==> src/rtl/core/mics_pkg.sv <==
// Shared types, constants and the build-time coefficient table for the Moyal sampler.
// No dependencies; every other file in rtl/core refers to it by scoped names.
package mics_pkg;

    localparam int MAX_TERMS       = 32;
    localparam int COEFF_FRAC_BITS = 32;
    localparam int TERM_W          = 6;

    localparam logic [31:0] HALF_ROOT_PI_Q32 = 32'd3806315662;
    localparam logic [31:0] LN2_Q32          = 32'd2977044472;

    typedef enum logic [1:0] {
        REG_LOCATION = 2'd0,
        REG_SCALE    = 2'd1,
        REG_TERMS    = 2'd2
    } cfg_reg_t;

    typedef logic [63:0] coeff_rom_t [MAX_TERMS];

    function automatic logic [63:0] sat_add64(input logic [63:0] a, input logic [63:0] b);
        logic [64:0] s;
        begin
            s = {1'b0, a} + {1'b0, b};
            sat_add64 = s[64] ? {64{1'b1}} : s[63:0];
        end
    endfunction

    // (a*b) >> COEFF_FRAC_BITS, saturating at 2^64-1
    function automatic logic [63:0] mul_shift_f(input logic [63:0] a, input logic [63:0] b);
        logic [127:0] p;
        logic [127:0] q;
        begin
            p = {64'b0, a} * {64'b0, b};
            q = p >> COEFF_FRAC_BITS;
            mul_shift_f = (q[127:64] != 64'b0) ? {64{1'b1}} : q[63:0];
        end
    endfunction

    // restoring divide, used only while building the table
    function automatic logic [63:0] udiv64(input logic [63:0] num, input logic [63:0] den);
        logic [64:0] rem;
        logic [63:0] quo;
        begin
            rem = 65'b0;
            quo = 64'b0;
            for (int i = 63; i >= 0; i--)
            begin
                rem = {rem[63:0], num[i]};
                if (rem >= {1'b0, den})
                begin
                    rem    = rem - {1'b0, den};
                    quo[i] = 1'b1;
                end
            end
            udiv64 = quo;
        end
    endfunction

    // inverse-erf series: c_k from the recursion, stored as c_k/(2k+1)
    function automatic coeff_rom_t build_rom();
        logic [63:0] c [MAX_TERMS];
        coeff_rom_t  r;
        logic [63:0] acc;
        logic [63:0] den;
        begin
            c[0] = 64'd1 << COEFF_FRAC_BITS;
            for (int k = 1; k < MAX_TERMS; k++)
            begin
                acc = 64'b0;
                for (int m = 0; m < k; m++)
                begin
                    den = 64'((m + 1) * (2 * m + 1));
                    acc = sat_add64(acc, udiv64(mul_shift_f(c[m], c[k - 1 - m]), den));
                end
                c[k] = acc;
            end
            for (int k = 0; k < MAX_TERMS; k++)
            begin
                r[k] = udiv64(c[k], 64'(2 * k + 1));
            end
            build_rom = r;
        end
    endfunction

    localparam coeff_rom_t COEFF_ROM = build_rom();

endpackage

==> src/rtl/core/mics_out.sv <==
// Back end: ln from log2, times 2*sigma, subtracted from the location, saturated.
// Uses mics_pkg (ln 2 constant); the last stage is the output register.
module mics_out (
    input  logic        clk,
    input  logic        rst_n,
    input  logic        en,
    input  logic [31:0] location,
    input  logic [30:0] scale,
    input  logic        in_valid,
    input  logic [5:0]  in_e,
    input  logic [31:0] in_frac,
    input  logic        in_zero,
    output logic        out_valid,
    output logic [31:0] out_variate,
    output logic        out_clipped
);

    localparam logic signed [39:0] F_OFFS = 40'sh20_0000_0000;
    localparam logic signed [39:0] HALF   = 40'sh00_8000_0000;

    logic [5:0]  v_reg;
    logic [5:0]  neg_reg;
    logic [5:0]  zero_reg;

    logic signed [39:0] lg;
    logic [39:0] lg_abs;
    logic [37:0] lmag_reg;
    logic [63:0] plo_reg, plo_next;
    logic [37:0] phi_reg, phi_next;
    logic [38:0] ln_sum;
    logic [37:0] ln_reg;
    logic [62:0] qlo_reg, qlo_next;
    logic [36:0] qhi_reg, qhi_next;
    logic [38:0] d_reg;
    logic signed [41:0] x;
    logic [31:0] var_reg, var_next;
    logic        clip_reg, clip_next;

    assign lg     = $signed({2'b0, in_e, in_frac}) - F_OFFS + HALF;
    assign lg_abs = lg[39] ? 40'(-lg) : 40'(lg);

    assign plo_next = {32'b0, lmag_reg[31:0]} * {32'b0, mics_pkg::LN2_Q32};
    assign phi_next = {32'b0, lmag_reg[37:32]} * {6'b0, mics_pkg::LN2_Q32};
    assign ln_sum   = {1'b0, phi_reg} + {7'b0, plo_reg[63:32]};
    assign qlo_next = {31'b0, ln_reg[31:0]} * {32'b0, scale};
    assign qhi_next = {31'b0, ln_reg[37:32]} * {6'b0, scale};

    assign x = neg_reg[4] ? ($signed({{10{location[31]}}, location}) + $signed({3'b0, d_reg}))
                          : ($signed({{10{location[31]}}, location}) - $signed({3'b0, d_reg}));

    always_comb
    begin
        if (zero_reg[4])
        begin
            var_next  = 32'h7FFF_FFFF;
            clip_next = 1'b1;
        end
        else if (x > 42'sh0_7FFF_FFFF)
        begin
            var_next  = 32'h7FFF_FFFF;
            clip_next = 1'b1;
        end
        else if (x < -42'sh0_8000_0000)
        begin
            var_next  = 32'h8000_0000;
            clip_next = 1'b1;
        end
        else
        begin
            var_next  = x[31:0];
            clip_next = 1'b0;
        end
    end

    always_ff @(posedge clk or negedge rst_n)
    begin
        if (!rst_n)
        begin
            v_reg <= 6'b0;
        end
        else if (en)
        begin
            v_reg <= {v_reg[4:0], in_valid};
        end
    end

    always_ff @(posedge clk)
    begin
        if (en)
        begin
            neg_reg  <= {neg_reg[4:0], lg[39]};
            zero_reg <= {zero_reg[4:0], in_zero};
            lmag_reg <= lg_abs[37:0];
            plo_reg  <= plo_next;
            phi_reg  <= phi_next;
            ln_reg   <= ln_sum[37:0];
            qlo_reg  <= qlo_next;
            qhi_reg  <= qhi_next;
            d_reg    <= {1'b0, qhi_reg, 1'b0} + {7'b0, qlo_reg[62:31]};
            var_reg  <= var_next;
            clip_reg <= clip_next;
        end
    end

    assign out_valid   = v_reg[5];
    assign out_variate = var_reg;
    assign out_clipped = clip_reg;

endmodule

==> config.mk <==
export PLATFORM = sky130hd
export DESIGN_NAME = mics_out
export DESIGN_NICKNAME = d
export VERILOG_FILES = /design/src/rtl/core/mics_pkg.sv /design/src/rtl/core/mics_out.sv
export SDC_FILE = /design/constraint.sdc
export NUM_CORES = 2
export LEC_CHECK = 0
export ABC_AREA = 1
export ABC_CLOCK_PERIOD_IN_PS = 8800
export BUFFER_PORTS_ARGS = -buffer_cell sky130_fd_sc_hd__buf_4
export CAP_MARGIN = 25
export CORE_ASPECT_RATIO = 1.25
export CORE_MARGIN = 2
export CORE_UTILIZATION = 60
export DETAILED_ROUTE_END_ITERATION = 8
export PLACE_DENSITY = 0.77
export SYNTH_ARGS = -nofsm -noshare
export SYNTH_HDL_FRONTEND = slang
export SYNTH_SLANG_ARGS = --single-unit
==> constraint.sdc <==
create_clock -name clk -period 8.8 [get_ports clk]
set_clock_uncertainty 0.1 [all_clocks]
set_input_delay 0 -clock clk [delete_from_list [all_inputs] [get_ports clk]]
set_output_delay 0 -clock clk [all_outputs]
set_load 0.005 [all_outputs]
==> metrics.txt <==
critical path capture point type=flop; CP max-delay cell=edfxtp_1; Hold Violations, Final=0; r2r setup slk=0.62 ns; FF-to-FF path depth=25; I/O Buffers=139; CTS root buf=clkbuf_16; crit start category=flop; clk buf depth=3; Die Ht=between 400 and 500 um; Syn Nets=11.5k; die area=129000 um2; Post-layout nets=11.7k; layout cells sized above 1=4.18%; Worst-path clk slew=roughly 0.060 ns; DRC Markers=0; Core ar.=roughly 130000 um2; cell accounting for the most synthesized area=fa_1; first-pass GRT wire length=369000 um; WP data arrival=8.40 ns; CTS tree=done; Final Util=64.7%; routed len/inst=21.7 um; largest stage delay on the critical path=0.95 ns; RSZ-0062 raised after global routing=false; WL final=239000 um; number of flip-flops in the largest register=39; CTS Buf Count=40; CTS Sinks=300; reg-to-reg endpoint=qlo_reg[48]$_DFFE_PP_; Mapped Cells=9264; HP Start=location[28]; 1st-iter DRT viols=approximately 4.7k; critical path's most frequent cell=fa_1; Tcrit/Tclk final=93.0%; Synth warnings=0; final setup TNS=0 ns; detailed-route via count=61.9k; WHS Path Cells=5; critical path class=flop to flop; gr ovfl total=0; CP Max Fanout=19; fraction of registers with async set/reset=2.00%; clk_lat worst skew=around 0.6 ns; Hold Path End=out_variate[28]$_SDFFCE_PP1P_; num rows=145; Critical Path RT=9.02 ns; largest delay contributor family on the critical path=adder cells; Final ANT Viol Nets=0; Netlist cell types=53; Max Transition Viols Final=0; flops & latches, synth=300; Tot GR Track Use=37.9%; HP Class=input pin to flop; final setup fails=0; Ports=140; post-synthesis sequential area ratio=11.9%; Slew Limit Headroom=roughly 26%; number of flops mapped to enable cells by yosys=294; pin count of the biggest net entering global routing=116; Mean Syn Cell Area=8.17 um2; Detail Placement HPWL=196000 um; Post-Syn Area=between 70000 and 80000 um2; Least-Margin Pin Slew=1.12 ns; Tmin final=8.18 ns; Bufs and invs on worst path=6; Synth area leaders=fa_1 (36%), ha_1 (13%), inv_1 (13%); vias in the first global route=67.0k; run status=completed; Area Overhead vs Synth=6.85%; Final Instance Area=slightly above 80000 um2; RR Startpoint=ln_reg[15]$_DFFE_PP_; Synth top area share=about 36%; H-tree depth=2; Initial Utilization=60.5%; via/cell ratio=5.61; Max Clk Rate=about 120 MHz; initial antenna violation count=9; commonest register cell after synthesis=edfxtp_1; placed cell area=78600 um2; Placer Congestion=about 1.1; die width=322 um; DR pass1 iterations=6; max-cap violation count=0
==> metrics by stage <==
stage | std cells | worst slack (ns) | hold WS [ns]
2_1_floorplan | 9264 | 2.11 | -0.396
3_3_place_gp | 10867 | 0.656 | -0.294
3_5_place_dp | 10870 | 0.733 | -0.288
4_1_cts | 11029 | 0.681 | 0.00129
5_1_grt | 11035 | 0.347 | 0.0246
6_report | 11037 | 0.618 | 0.0127
==> cells in the mapped netlist (all sizes together) (8+ instances only) <==
cell and number:
o21bai 28, nand4 40, nor3 62, nor4 28, nor2 450, o21ai 215
a21boi 14, xor2 193, nand2 2073, xnor2 104, a21o 33, a31oi 45
a21oi 388, fa 1373, inv 2622, ha 798, nand3 144, buf 66
o31ai 8, edfxtp 294, o21a 30, o211ai 20, clkbuf 186
==> repair_timing <==
action                                 in CTS  in global routing
setup buffers                               0                  0
endpoints found under the hold margin     139                  0
hold buffers                               87                  0
setup endpoints to repair                   0                  0
resized for setup                           0                  0
==> worst register-to-register path, delay by kind of cell (launching register included) <==
| family | cells | cell delay (ns) |
|---|---|---|
| AOI/OAI and AO/OA | 5 | 1.05 |
| xor gates and xnor gates | 1 | 0.14 |
| adders and majority gates | 9 | 4.42 |
| buffers and inverters | 6 | 0.76 |
| DFF | 1 | 0.95 |
| and+or+nand+nor | 4 | 0.47 |
==> metal layers <==
metal	vias to the layer above	global-route usage [%]	wire [um]
li1	27713	-	-
met1	29995	40.3	79400
met2	3056	65.7	117000
met3	1128	6.60	18300
met4	10	30.7	24500
met5	-	0	60
==> area by class of cell <==
cell class | count | area, um2
repair buffers | 331 | 2820
fillers | 10492 | 44100
clock buffers | 45 | 1060
well taps | 1617 | 2020
multi-input cells | 6087 | 55900
flip-flops and latches | 300 | 8980
inverters | 2625 | 9850
clock inverters | 27 | 263
diodes | 5 | 12.5
==> worst max-delay path by stage <==
stage | startpoint | cells after the start | to | slack, ns
3_3_place_gp | ln_reg[9]$_DFFE_PP_ | 25 | qlo_reg[48]$_DFFE_PP_ | 0.66
6_report | ln_reg[15]$_DFFE_PP_ | 25 | qlo_reg[48]$_DFFE_PP_ | 0.62
4_1_cts | ln_reg[10]$_DFFE_PP_ | 26 | qlo_reg[40]$_DFFE_PP_ | 0.68
2_1_floorplan | lmag_reg[18]$_DFFE_PP_ | 28 | plo_reg[57]$_DFFE_PP_ | 2.11
3_5_place_dp | ln_reg[10]$_DFFE_PP_ | 27 | qlo_reg[48]$_DFFE_PP_ | 0.73
5_1_grt | ln_reg[15]$_DFFE_PP_ | 25 | qlo_reg[48]$_DFFE_PP_ | 0.35
==> cell usage in the layout, fill, tap and decap left out, types with 40 or more instances in the layout <==
cell type      synthesis  routed
a31oi_1               45      45
xor2_1               193     193
clkbuf_16              0      42
edfxtp_1             294     294
a21oi_1              386     386
inv_1               2610    2610
nand2_1             2048    2048
nand3_1              134     134
nor2_1               427     427
buf_4                  0     237
o21ai_0              208     208
ha_1                 798     798
fa_1                1373    1373
dlygate4sd3_1          0      87
xnor2_1              104     104
nand4_1               40      40
nor3_1                59      59
==> cell families (layout without fill, tap and decap cells) <==
kind of cell | Yosys count | count (layout) | synth area share (%)
xor gates and xnor gates | 297 | 297 | 3.44
AOI/OAI and AO/OA | 804 | 804 | 5.96
DFF | 300 | 300 | 11.9
adders and majority gates | 2171 | 2171 | 49.5
muxes | 2 | 2 | 0.0298
other | 0 | 5 | 0
and+or+nand+nor | 2813 | 2813 | 14.9
buffers and inverters | 2877 | 3028 | 14.3
Power is not shown: default switching activity piles up to over one toggle a cycle in this logic, so the estimate is an artifact.
