`src/rtl/core/mics_pkg.sv`:
```
// Shared types, constants and the build-time coefficient table for the Moyal sampler.
// No dependencies; every other file in rtl/core refers to it by scoped names.
package mics_pkg;

    localparam int MAX_TERMS       = 32;
    localparam int COEFF_FRAC_BITS = 32;
    localparam int TERM_W          = 6;

    localparam logic [31:0] HALF_ROOT_PI_Q32 = 32'd3806315662;
    localparam logic [31:0] LN2_Q32          = 32'd2977044472;

    typedef enum logic [1:0] {
        REG_LOCATION = 2'd0,
        REG_SCALE    = 2'd1,
        REG_TERMS    = 2'd2
    } cfg_reg_t;

    typedef logic [63:0] coeff_rom_t [MAX_TERMS];

    function automatic logic [63:0] sat_add64(input logic [63:0] a, input logic [63:0] b);
        logic [64:0] s;
        begin
            s = {1'b0, a} + {1'b0, b};
            sat_add64 = s[64] ? {64{1'b1}} : s[63:0];
        end
    endfunction

    // (a*b) >> COEFF_FRAC_BITS, saturating at 2^64-1
    function automatic logic [63:0] mul_shift_f(input logic [63:0] a, input logic [63:0] b);
        logic [127:0] p;
        logic [127:0] q;
        begin
            p = {64'b0, a} * {64'b0, b};
            q = p >> COEFF_FRAC_BITS;
            mul_shift_f = (q[127:64] != 64'b0) ? {64{1'b1}} : q[63:0];
        end
    endfunction

    // restoring divide, used only while building the table
    function automatic logic [63:0] udiv64(input logic [63:0] num, input logic [63:0] den);
        logic [64:0] rem;
        logic [63:0] quo;
        begin
            rem = 65'b0;
            quo = 64'b0;
            for (int i = 63; i >= 0; i--)
            begin
                rem = {rem[63:0], num[i]};
                if (rem >= {1'b0, den})
                begin
                    rem    = rem - {1'b0, den};
                    quo[i] = 1'b1;
                end
            end
            udiv64 = quo;
        end
    endfunction

    // inverse-erf series: c_k from the recursion, stored as c_k/(2k+1)
    function automatic coeff_rom_t build_rom();
        logic [63:0] c [MAX_TERMS];
        coeff_rom_t  r;
        logic [63:0] acc;
        logic [63:0] den;
        begin
            c[0] = 64'd1 << COEFF_FRAC_BITS;
            for (int k = 1; k < MAX_TERMS; k++)
            begin
                acc = 64'b0;
                for (int m = 0; m < k; m++)
                begin
                    den = 64'((m + 1) * (2 * m + 1));
                    acc = sat_add64(acc, udiv64(mul_shift_f(c[m], c[k - 1 - m]), den));
                end
                c[k] = acc;
            end
            for (int k = 0; k < MAX_TERMS; k++)
            begin
                r[k] = udiv64(c[k], 64'(2 * k + 1));
            end
            build_rom = r;
        end
    endfunction

    localparam coeff_rom_t COEFF_ROM = build_rom();

endpackage

```
`src/rtl/core/mics_front.sv`:
```
// Front end: t = (sqrt(pi)/2)(1-u) and t^2, two register stages.
// Uses mics_pkg.
module mics_front (
    input  logic        clk,
    input  logic        rst_n,
    input  logic        en,
    input  logic        in_valid,
    input  logic [31:0] in_u,
    output logic        out_valid,
    output logic [31:0] out_p,
    output logic [31:0] out_t2
);

    logic        v1_reg, v2_reg;
    logic [31:0] t_reg, t_next;
    logic [31:0] p_reg, t2_reg;
    logic [63:0] prod1, prod2;

    // 1-u fits 32 bits except for u == 0, where t is the constant itself
    assign prod1  = {32'b0, mics_pkg::HALF_ROOT_PI_Q32} * {32'b0, 32'(32'd0 - in_u)};
    assign t_next = (in_u == 32'd0) ? mics_pkg::HALF_ROOT_PI_Q32 : prod1[63:32];
    assign prod2  = {32'b0, t_reg} * {32'b0, t_reg};

    always_ff @(posedge clk or negedge rst_n)
    begin
        if (!rst_n)
        begin
            v1_reg <= 1'b0;
            v2_reg <= 1'b0;
        end
        else if (en)
        begin
            v1_reg <= in_valid;
            v2_reg <= v1_reg;
        end
    end

    always_ff @(posedge clk)
    begin
        if (en)
        begin
            t_reg  <= t_next;
            p_reg  <= t_reg;
            t2_reg <= prod2[63:32];
        end
    end

    assign out_valid = v2_reg;
    assign out_p     = p_reg;
    assign out_t2    = t2_reg;

endmodule

```
`config.mk`:
```
export PLATFORM = sky130hd
export DESIGN_NAME = mics_front
export DESIGN_NICKNAME = d
export VERILOG_FILES = /design/src/rtl/core/mics_pkg.sv /design/src/rtl/core/mics_front.sv
export SDC_FILE = /design/constraint.sdc
export NUM_CORES = 2
export LEC_CHECK = 0
export ABC_AREA = 1
export ABC_CLOCK_PERIOD_IN_PS = 15100
export BUFFER_PORTS_ARGS = -buffer_cell sky130_fd_sc_hd__buf_2
export CAP_MARGIN = 20
export CORE_ASPECT_RATIO = 0.8
export CORE_MARGIN = 3
export CORE_UTILIZATION = 36
export CTS_CLUSTER_DIAMETER = 100
export CTS_CLUSTER_SIZE = 20
export DETAILED_ROUTE_END_ITERATION = 10
export GPL_TIMING_DRIVEN = 0
export HOLD_SLACK_MARGIN = 0.15
export PLACE_DENSITY = 0.5
export REMOVE_ABC_BUFFERS = 1
export SLEW_MARGIN = 15
export SYNTH_ARGS = -nofsm -noshare
export SYNTH_HDL_FRONTEND = slang
export SYNTH_SLANG_ARGS = --single-unit
```
`constraint.sdc`:
```
create_clock -name clk -period 15.1 [get_ports clk]
set_input_delay 3.02 -clock clk [delete_from_list [all_inputs] [get_ports clk]]
set_output_delay 3.02 -clock clk [all_outputs]
set_load 0.01 [all_outputs]
```
==> insert_results.sql <==
INSERT INTO impl_metrics (metric_group, metric, value, unit) VALUES
('clock_network', 'clock_tree_from_tritoncts', 'done', ''),
('die', 'placementRows', '125', ''),
('clock_network', 'clock_sinks', '98', ''),
('placement', 'i_o_buffers', '100', ''),
('grt', 'first_global_vias', '42200', ''),
('detailed_routing', 'wirelength', '160000', 'um'),
('detailed_routing', 'm1WireLength', '82600', 'um'),
('die', 'die_area', '153000', 'um^2'),
('sta', 'finalHoldViolCount', '0', ''),
('worst_setup_path', 'r2r.worst_path.cells', '25', ''),
('sta', 'finalWorstPathRequiredPeriod', '12.08', 'ns'),
('worst_setup_path', 'cpMaxStageDelayCell', 'sky130_fd_sc_hd__xor2_2', ''),
('clock_network', 'clock_tree.htree_level_count', '3', ''),
('cells_and_area', 'most_frequent_cells_in_the_layout', 'sky130_fd_sc_hd__inv_1, sky130_fd_sc_hd__nand2_1, sky130_fd_sc_hd__fa_1', ''),
('cells_and_area', 'fill_cells', '15200', ''),
('hold_path', 'holdPathStages', '2', ''),
('clock_network', 'worst_setup_hold_path_clk_slew', '0.10', 'ns'),
('hold_path', 'worstHoldEndpoint', 'out_valid', ''),
('worst_setup_path', 'worstPathArrival', '12.24', 'ns'),
('yosys', 'ys_seq_elements', '98', ''),
('grt', 'antenna_found_initial', '0', ''),
('worst_setup_path', 'timing.critical_path.buf_inv', '10', ''),
('hold_path', 'min_from', 'v1_reg', ''),
('yosys', 'synth_cells', '6607', ''),
('worst_setup_path', 'regToRegStartpoint', 't_reg[8]', ''),
('detailed_routing', 'routedWlPerCell', '18.5', 'um'),
('detailed_routing', 'final_antenna_net_count', '0', ''),
('cells_and_area', 'multi_input_comb_area', '41600', 'um^2'),
('sta', 'max_slew_margin', '20.7', '%'),
('worst_setup_path', 'timing_worst_setup_path_type', 'input port to flip-flop', ''),
('sta', 'worst_slew_pin_slew', '1.19', 'ns'),
('sta', 'worst_hold_slack', '0.519', 'ns'),
('hold_path', 'worstHoldPathType', 'flip-flop to flip-flop', ''),
('placement', 'dp_hpwl', '146000', 'um'),
('worst_setup_path', 'critical-path-top-delay-family', 'adder cells', ''),
('cells_and_area', 'mostFrequentLayoutCell', 'sky130_fd_sc_hd__inv_1', ''),
('worst_setup_path', 'critical_path_required', '15.27', 'ns'),
('detailed_routing', 'top_layer', 'met4', ''),
('worst_setup_path', 'reg2reg_setup_slack', '7.23', 'ns'),
('placement', 'place_congestion', '0.998', ''),
('clock_network', 'postCtsHoldBufs', '0', ''),
('clock_network', 'post-cts-setup-buffer-count', '0', ''),
('status', 'run_status', 'completed', ''),
('worst_setup_path', 'critPathMaxStageDelay', '0.70', 'ns'),
('worst_setup_path', 'critical_path.startpoint_type', 'input port', ''),
('yosys', 'mappedNetlistArea', '53400', 'um^2'),
('clock_network', 'worst_skew_pair.late_latency', '0.43', 'ns'),
('grt', 'grt_max_degree', '60', ''),
('clock_network', 'clock-root-buffer', 'sky130_fd_sc_hd__clkbuf_16', ''),
('clock_network', 'post_cts.resized_instances', '0', ''),
('yosys', 'library_cells_used_by_synthesis', '46', ''),
('cells_and_area', 'flow.area_growth_from_synthesis', '7.96', '%'),
('worst_setup_path', 'timing.rr.end', 'out_t2[23]', ''),
('sta', 'setup_repair_after_global_routing_missed_its_margin', 'false', ''),
('grt', 'overflow_left_after_global_routing', '0', ''),
('die', 'die-height', '350', 'um'),
('worst_setup_path', 'critPathMostFrequentCell', 'sky130_fd_sc_hd__inv_1', ''),
('clock_network', 'clock_tree.buffer_depth', '2', ''),
('sta', 'final_min_period_over_clock_period', '80.0', '%'),
('die', 'die_width', '437', 'um'),
('sta', 'skew', '0.0213', 'ns'),
('yosys', 'syn_avg_cell_area', '8.08', 'um^2'),
('detailed_routing', 'violation_count_after_the_first_detailed_route_iteration', '3095', ''),
('detailed_routing', 'dr_wl_met2', '64400', 'um'),
('cells_and_area', 'nNetsFinal', '8513', ''),
('detailed_routing', 'drt_first_pass_iters', '6', ''),
('grt', 'grt_usage', '21.7', '%'),
('worst_setup_path', 'element_type_at_the_critical_path_end', 'flip-flop', ''),
('cells_and_area', 'drive_gt1_share', '3.83', '%'),
('sta', 'report.final.setup_viol', '0', ''),
('detailed_routing', 'vias_per_cell', '4.61', '');
[per-stage QoR]
step	std cells	worst slack [ns]	utilization, %	area (um^2)
after detailed placement	8642	2.83	39.2	57300
final	8661	3.02	39.4	57600
after global placement	8570	2.34	38.3	56000
after CTS	8658	3.31	39.4	57600
after floorplan	6502	5.15	-	53000
after global routing	8659	2.80	39.4	57600
[cell type report]
class                           instances  share of cell area [%]
Multi-Input combinational cell       4146                    72.2
Clock buffer                            9                   0.391
Sequential cell                        98                    5.09
Antenna cell                            2                 0.00868
Timing Repair Buffer                  173                    3.18
Tap cell                             1968                    4.27
Clock inverter                          7                   0.163
Inverter                             2258                    14.7
[logic make-up (layout without fill, tap and decap cells)]
group | Yosys count | after routing | synth area share [%]
XOR/XNOR | 89 | 89 | 1.73
AO/OA/AOI/OAI | 276 | 276 | 2.73
adder cells (fa/ha/maj) | 1791 | 1791 | 58.5
other | 0 | 2 | 0
flip-flops | 98 | 98 | 5.49
buffers and inverters | 2363 | 2447 | 16.6
AND/OR/NAND/NOR | 1990 | 1990 | 14.9
[synth_stat cells, drive strengths merged]
master  count  area [um^2]
o21ai      82          410
inv      2258         8480
and3        1         6.26
dfrtp       2         50.1
nor3       25          136
o21bai     18          135
nand3     149          756
nor2      327         1300
xor2       68          723
edfxtp     96         2880
buf         5         21.3
nand2b      1         6.26
a21boi      1         7.51
ha        615         7690
or2         4         25.0
nand4      28          175
o31ai       1         7.51
fa       1176        23500
or4         1         7.51
xnor2      21          199
clkbuf    100          377
nand2    1436         5430
nand3b      6         45.0
a21oi     164          821
a21o        9         67.6
nor4        7         58.8
o21a        1         7.51
and2        4         25.0
nor3b       1         7.51
[worst reg2reg max path, cell delays in order, from the launching register on]
cell and delay (ns):
sky130_fd_sc_hd__edfxtp_1 0.83, sky130_fd_sc_hd__buf_8 0.27, sky130_fd_sc_hd__nand2_1 0.11, sky130_fd_sc_hd__fa_1 0.53
sky130_fd_sc_hd__inv_1 0.05, sky130_fd_sc_hd__fa_1 0.51, sky130_fd_sc_hd__fa_1 0.56, sky130_fd_sc_hd__inv_1 0.06
sky130_fd_sc_hd__fa_1 0.49, sky130_fd_sc_hd__fa_1 0.55, sky130_fd_sc_hd__inv_1 0.05, sky130_fd_sc_hd__fa_1 0.46
sky130_fd_sc_hd__fa_1 0.49, sky130_fd_sc_hd__inv_1 0.05, sky130_fd_sc_hd__fa_1 0.47, sky130_fd_sc_hd__inv_1 0.04
sky130_fd_sc_hd__ha_1 0.37, sky130_fd_sc_hd__nand2_1 0.15, sky130_fd_sc_hd__nor2_1 0.12, sky130_fd_sc_hd__inv_1 0.10
sky130_fd_sc_hd__o21ai_0 0.46, sky130_fd_sc_hd__a21oi_1 0.16, sky130_fd_sc_hd__nor2_1 0.33, sky130_fd_sc_hd__nor2_1 0.14
sky130_fd_sc_hd__nand3_1 0.10, sky130_fd_sc_hd__nand2_1 0.15
[how the worst max path moves through the flow]
stage / start / end / slack (ns)
after CTS: in_u[0] / t_reg[25] / 3.31
after detailed placement: in_u[0] / t_reg[25] / 2.83
final: in_u[0] / t_reg[25] / 3.02
after floorplan: in_u[8] / t_reg[18] / 5.15
after global routing: in_u[0] / t_reg[18] / 2.80
after global placement: in_u[0] / t_reg[25] / 2.34
[per-layer routing]
layer | up-vias | GRT usage (%)
li1 | 19000 | -
met1 | 19800 | 34.6
met2 | 1081 | 31.3
met3 | 67 | 4.17
met4 | 0 | 1.75
met5 | - | 0
Power is left out: the tool's default activity adds up to more than one toggle a clock period on the data nets, which glitch-free logic cannot reach.
