--- src/rtl/core/mics_pkg.sv ---
// Shared types, constants and the build-time coefficient table for the Moyal sampler.
// No dependencies; every other file in rtl/core refers to it by scoped names.
package mics_pkg;

    localparam int MAX_TERMS       = 32;
    localparam int COEFF_FRAC_BITS = 32;
    localparam int TERM_W          = 6;

    localparam logic [31:0] HALF_ROOT_PI_Q32 = 32'd3806315662;
    localparam logic [31:0] LN2_Q32          = 32'd2977044472;

    typedef enum logic [1:0] {
        REG_LOCATION = 2'd0,
        REG_SCALE    = 2'd1,
        REG_TERMS    = 2'd2
    } cfg_reg_t;

    typedef logic [63:0] coeff_rom_t [MAX_TERMS];

    function automatic logic [63:0] sat_add64(input logic [63:0] a, input logic [63:0] b);
        logic [64:0] s;
        begin
            s = {1'b0, a} + {1'b0, b};
            sat_add64 = s[64] ? {64{1'b1}} : s[63:0];
        end
    endfunction

    // (a*b) >> COEFF_FRAC_BITS, saturating at 2^64-1
    function automatic logic [63:0] mul_shift_f(input logic [63:0] a, input logic [63:0] b);
        logic [127:0] p;
        logic [127:0] q;
        begin
            p = {64'b0, a} * {64'b0, b};
            q = p >> COEFF_FRAC_BITS;
            mul_shift_f = (q[127:64] != 64'b0) ? {64{1'b1}} : q[63:0];
        end
    endfunction

    // restoring divide, used only while building the table
    function automatic logic [63:0] udiv64(input logic [63:0] num, input logic [63:0] den);
        logic [64:0] rem;
        logic [63:0] quo;
        begin
            rem = 65'b0;
            quo = 64'b0;
            for (int i = 63; i >= 0; i--)
            begin
                rem = {rem[63:0], num[i]};
                if (rem >= {1'b0, den})
                begin
                    rem    = rem - {1'b0, den};
                    quo[i] = 1'b1;
                end
            end
            udiv64 = quo;
        end
    endfunction

    // inverse-erf series: c_k from the recursion, stored as c_k/(2k+1)
    function automatic coeff_rom_t build_rom();
        logic [63:0] c [MAX_TERMS];
        coeff_rom_t  r;
        logic [63:0] acc;
        logic [63:0] den;
        begin
            c[0] = 64'd1 << COEFF_FRAC_BITS;
            for (int k = 1; k < MAX_TERMS; k++)
            begin
                acc = 64'b0;
                for (int m = 0; m < k; m++)
                begin
                    den = 64'((m + 1) * (2 * m + 1));
                    acc = sat_add64(acc, udiv64(mul_shift_f(c[m], c[k - 1 - m]), den));
                end
                c[k] = acc;
            end
            for (int k = 0; k < MAX_TERMS; k++)
            begin
                r[k] = udiv64(c[k], 64'(2 * k + 1));
            end
            build_rom = r;
        end
    endfunction

    localparam coeff_rom_t COEFF_ROM = build_rom();

endpackage

--- src/rtl/core/mics_term.sv ---
// One series stage: adds the previous term into y, forms term K and the next odd power.
// Uses mics_pkg (coefficient table, saturating add).
module mics_term #(
    parameter int K = 0
) (
    input  logic        clk,
    input  logic        rst_n,
    input  logic        en,
    input  logic [5:0]  n_eff,
    input  logic        in_valid,
    input  logic [31:0] in_p,
    input  logic [31:0] in_t2,
    input  logic [63:0] in_y,
    input  logic [63:0] in_term,
    output logic        out_valid,
    output logic [31:0] out_p,
    output logic [31:0] out_t2,
    output logic [63:0] out_y,
    output logic [63:0] out_term
);

    localparam logic [63:0] COEFF = mics_pkg::COEFF_ROM[K];
    localparam logic [31:0] C_HI  = COEFF[63:32];
    localparam logic [31:0] C_LO  = COEFF[31:0];

    logic        v_reg;
    logic [31:0] p_reg, t2_reg;
    logic [63:0] y_reg, term_reg;
    logic [63:0] prod_hi, prod_lo, prod_p, term_next;
    logic        active;

    assign active    = n_eff > 6'(K);
    assign prod_hi   = {32'b0, C_HI} * {32'b0, in_p};
    assign prod_lo   = {32'b0, C_LO} * {32'b0, in_p};
    assign prod_p    = {32'b0, in_p} * {32'b0, in_t2};
    assign term_next = active ? (prod_hi + {32'b0, prod_lo[63:32]}) : 64'b0;

    always_ff @(posedge clk or negedge rst_n)
    begin
        if (!rst_n)
        begin
            v_reg <= 1'b0;
        end
        else if (en)
        begin
            v_reg <= in_valid;
        end
    end

    always_ff @(posedge clk)
    begin
        if (en)
        begin
            p_reg    <= prod_p[63:32];
            t2_reg   <= in_t2;
            y_reg    <= mics_pkg::sat_add64(in_y, in_term);
            term_reg <= term_next;
        end
    end

    assign out_valid = v_reg;
    assign out_p     = p_reg;
    assign out_t2    = t2_reg;
    assign out_y     = y_reg;
    assign out_term  = term_reg;

endmodule

--- config.mk ---
export PLATFORM = sky130hd
export DESIGN_NAME = mics_term
export DESIGN_NICKNAME = d
export VERILOG_FILES = /design/src/rtl/core/mics_pkg.sv /design/src/rtl/core/mics_term.sv
export SDC_FILE = /design/constraint.sdc
export NUM_CORES = 2
export LEC_CHECK = 0
export ABC_AREA = 1
export BUFFER_PORTS_ARGS = -buffer_cell sky130_fd_sc_hd__buf_2
export CAP_MARGIN = 5
export CORE_ASPECT_RATIO = 1.75
export CORE_UTILIZATION = 65
export DETAILED_ROUTE_END_ITERATION = 10
export GPL_TIMING_DRIVEN = 0
export PLACE_DENSITY_LB_ADDON = 0.12
export RECOVER_POWER = 100
export SYNTH_ARGS = -nofsm -noshare
export SYNTH_HDL_FRONTEND = slang
export SYNTH_SLANG_ARGS = --single-unit
--- constraint.sdc ---
create_clock -name clk -period 1.9 [get_ports clk]
set_input_delay 0.095 -clock clk [delete_from_list [all_inputs] [get_ports clk]]
set_output_delay 0.095 -clock clk [all_outputs]
set_load 0.005 [all_outputs]
==> results of run 1 <==
==> cell usage after synthesis (26+ instances only) <==
cell and instances:
inv_1 1950, nand2_1 1878, fa_1 896, ha_1 324
nor2_1 259, clkbuf_1 223, edfxtp_1 160, a21oi_1 154
nand3_1 144, o21ai_0 85, buf_4 32, nor3_1 30
xor2_1 28, nand4_1 27, o21bai_1 26
==> what timing repair did <==
action                                  in CTS
resized for setup                          936
buffers inserted                           167
pin swaps                                  203
cloned                                       4
hold buffers                                68
hold endpoints to repair                    75
endpoints found under the setup margin      96
==> routing by layer <==
metal | GRT overflow | global-route usage [%]
met5 | 15 | 33.6
met4 | 420 | 86.3
met3 | 43 | 66.4
met2 | 851 | 101
met1 | 41 | 76.8
==> cells by family after synthesis <==
logic type,count (synthesis),synth area share [%]
compound gates,285,3.34
xor+xnor,37,0.698
fa+ha+maj,1220,47.4
buf+inv,2215,18.3
flops,161,10.4
mux,1,0.0242
other cells,1,0.00808
simple gates,2363,19.9
==> metrics by stage <==
stage / cells / hold WS [ps]
2_1_floorplan: 6314 / -201
3_3_place_gp: 7563 / -130
3_5_place_dp: 7564 / -129
4_1_cts: 7835 / 18.5
==> results_dict.tcl, run 1 <==
set metrics [dict create \
    clockBufferDepth 2 \
    syn-instance-count 6283 \
    dp_hpwl_mm 163 \
    yosysTopAreaCellShare_pct 38.6 \
    stop_error "[ERROR GRT-0116] Global routing finished with congestion. Check the congestion regions in the DRC Viewer." \
    pre_cts_ws_ps -5970 \
    yosysSeqAreaShare_pct 10.4 \
    grt_pass1_vias 59300 \
    yosys_most_used_dff "edfxtp_1" \
    status "stopped before the end" \
    dpl_cell_area_um2 50700 \
    synth_area_um2 46400 \
    async_reset_ff_share_pct 0.621 \
    grt_pass1_wl_mm 434 \
    synth-seq-cells 161 \
    grt_overflow 1370 \
    synth_edf_count 160 \
    num_io_pins 395 \
    port-buffer-count 332 \
    grt_usage_pct 81.6 \
    place_congestion 1.13 \
    yosysWarnings 0 \
    cts_made_buffers 17 \
    die_h_um 356 \
    yosys.area.top_type "fa_1" \
    cts.root.buffer_cell "clkbuf_16" \
    initial_utilization_pct 65.7 \
    grt_max_degree 101 \
    synth.area.top_cells "fa_1, inv_1, nand2_1" \
    synthDistinctLibCells 37 \
    rows 129 \
    htreeDepth 4 \
    cts_sinks 161 \
    syn_area_per_cell_um2 7.39 \
    lastStage "5_1_grt" \
    die_w_um 204 \
]
==> run 2, diff against run 1 <==
--- a/config.mk
+++ b/config.mk
@@ -8,11 +8,10 @@
 export ABC_AREA = 1
 export BUFFER_PORTS_ARGS = -buffer_cell sky130_fd_sc_hd__buf_2
 export CAP_MARGIN = 5
-export CORE_ASPECT_RATIO = 1.75
-export CORE_UTILIZATION = 65
+export CORE_UTILIZATION = 40
 export DETAILED_ROUTE_END_ITERATION = 10
 export GPL_TIMING_DRIVEN = 0
-export PLACE_DENSITY_LB_ADDON = 0.12
+export PLACE_DENSITY_LB_ADDON = 0.15
 export RECOVER_POWER = 100
 export SYNTH_ARGS = -nofsm -noshare
 export SYNTH_HDL_FRONTEND = slang
==> results_dict.tcl, run 2 <==
set metrics [dict create \
    port-buffer-count 332 \
    cts.root.buffer_cell "clkbuf_16" \
    m1WireLength_mm 80.9 \
    clkTransAtPathRegs_ps 70 \
    max_clock_freq_ghz 0.164 \
    synth_edf_count 160 \
    wl_met3_mm 20.0 \
    r2r_setup_slack_ps 1150 \
    initial_utilization_pct 40.5 \
    yosysSeqAreaShare_pct 10.4 \
    synth.area.top_cells "fa_1, inv_1, nand2_1" \
    die_w_um 343 \
    postRouteAntennaNets 0 \
    final_cell_mix "inv_1, nand2_1, fa_1" \
    grt_usage_pct 34.8 \
    dpl.cell_count 8159 \
    critPathLaunchType "input port" \
    tritoncts "done" \
    regToRegEndpoint "out_valid" \
    design_area_um2 59400 \
    wl_met2_mm 87.5 \
    largest_reg_flops 64 \
    crit_fanout 6 \
    clockBufferDepth 2 \
    hold_depth 4 \
    hold_path_end "out_y[5]" \
    worstMarginPinSlew_ps 1050 \
    rows 124 \
    drt-total-wl_mm 200 \
    synthDistinctLibCells 37 \
    post_drt_wl_per_cell_um 23.7 \
    place_congestion 1.00 \
    post-route-period-util_pct 321 \
    dpl_cell_area_um2 51400 \
    yosysTopAreaCellShare_pct 38.6 \
    nNetsFinal 8333 \
    period_needed_ps 6100 \
    viasPerCell 5.04 \
    yosys_most_used_dff "edfxtp_1" \
    syn-instance-count 6283 \
    endpoint_kind "register" \
    finClkSkew_ps 0 \
    grt_pass1_vias 43600 \
    syn_to_final_growth_pct 28.0 \
    dieArea_um2 117000 \
    grt_pass1_wl_mm 291 \
    layout-drive-gt1-share_pct 19.5 \
    rsz0062_at_grt "yes" \
    synth.most_common_cell "inv_1" \
    drtIter0Drc 3793 \
    remaining_drc_errors 36 \
    crit_start "in_p[5]" \
    grt_overflow 0 \
    maxCapViolations 0 \
    die_h_um 343 \
    drt-pass1-iter-count 11 \
    netlist_top_cells_count "inv_1, nand2_1, fa_1" \
    timing.final.ws_setup_ps -4200 \
    rr_worst_depth 1 \
    coreArea_um2 115000 \
    cts_made_buffers 17 \
    clk_latency_ps 540 \
    max-slew-margin-rel_pct 29.7 \
    reg2reg_from "out_valid" \
    top_layer_used "met5" \
    yosysWarnings 0 \
    final_common_cell "inv_1" \
    async_reset_ff_share_pct 0.621 \
    hold_path.startpoint "in_term[5]" \
    synth-seq-cells 161 \
    vias 42500 \
    status "finished, violations left" \
    fin_cells 8436 \
    hold_violations 0 \
    grt_antenna_before_repair 6 \
    synth_area_um2 46400 \
    cp_data_arrival_time_ps 6400 \
    critPathKind "in2reg" \
    num_io_pins 395 \
    yosys.area.top_type "fa_1" \
    violations "DRC, setup timing" \
    grt_max_degree 102 \
    htreeDepth 4 \
    setup_violations 90 \
    dp_hpwl_mm 161 \
    cp.required_ps 2200 \
    drv_slew 0 \
    syn_area_per_cell_um2 7.39 \
    hold_class "in2reg" \
    cts_sinks 161 \
]
[run 2: kinds of logic (layout without fill, tap and decap cells)]
kind of cell / count (synthesis) / count (layout) / share of synthesized area [%]
fa+ha+maj: 1220 / 1220 / 47.4
other cells: 1 / 33 / 0.00808
simple gates: 2363 / 2363 / 19.9
buf+inv: 2215 / 2824 / 18.3
compound gates: 285 / 285 / 3.34
mux: 1 / 1 / 0.0242
xor+xnor: 37 / 37 / 0.698
flops: 161 / 161 / 10.4
[run 2: layout make-up]
cell class	instances	area, µm²
clock inverter	14	146
sequential	161	4830
antenna	1	2.50
inverter	1951	7340
fill	11200	55200
multi-input combinational	3938	36100
clock buffer	17	425
tap	1512	1890
buffer	264	4540
timing repair buffer	578	4120
[run 2: routing by layer]
metal  global-route usage (%)  vias to the layer above
met5                        0                        -
met4                     16.5                        2
met3                     8.32                      425
met2                     53.5                     2078
met1                     46.0                    21000
li1                         -                    19000
[run 2: how the worst max path moves through the flow]
stage	end	slack [ps]
finish	out_p[20]	-4200
global route	out_p[11]	-4350
CTS	out_p[18]	-4100
detailed placement	out_p[25]	-6000
global placement	out_p[25]	-5990
floorplan	out_p[26]	-4060
[run 2: stage by stage]
stage	hold slack [ps]	setup TNS, ps	util [%]	setup slack (ps)
2_1_floorplan	-201	-126650	-	-4060
3_3_place_gp	-130	-509650	44.8	-5990
3_5_place_dp	-130	-237670	44.9	-6000
4_1_cts	36.5	-128730	50.8	-4100
5_1_grt	48.3	-144540	51.8	-4350
6_report	27.5	-136070	51.8	-4200
[run 2: what timing repair did]
action / CTS / global route
gates resized for setup: 1004 / 331
hold endpoints to repair: 87 / 0
cloned: 6 / 1
setup endpoints to repair: 96 / 96
buffers inserted: 137 / 30
hold buffers: 71 / 0
pin swaps: 269 / 230
[run 2: worst max-delay path, cell delays in order]
cell and delay [ps]:
clkbuf_16 160, clkbuf_16 170, nand2_4 60, inv_2 30, fa_1 540, inv_2 40
fa_1 520, inv_2 40, fa_1 500, inv_2 50, fa_1 520, inv_2 50
fa_1 570, fa_1 460, fa_2 610, fa_2 510, ha_4 310, a21oi_4 230
o21ai_4 110, inv_2 80, nand2_4 80, a21oi_4 220, nor2_4 60, nor2_4 120
nand2_1 60, nand2_1 70, nand2_2 70
Power of run 2 is not shown: default switching activity piles up to over one toggle a cycle in this logic, so the estimate is an artifact.
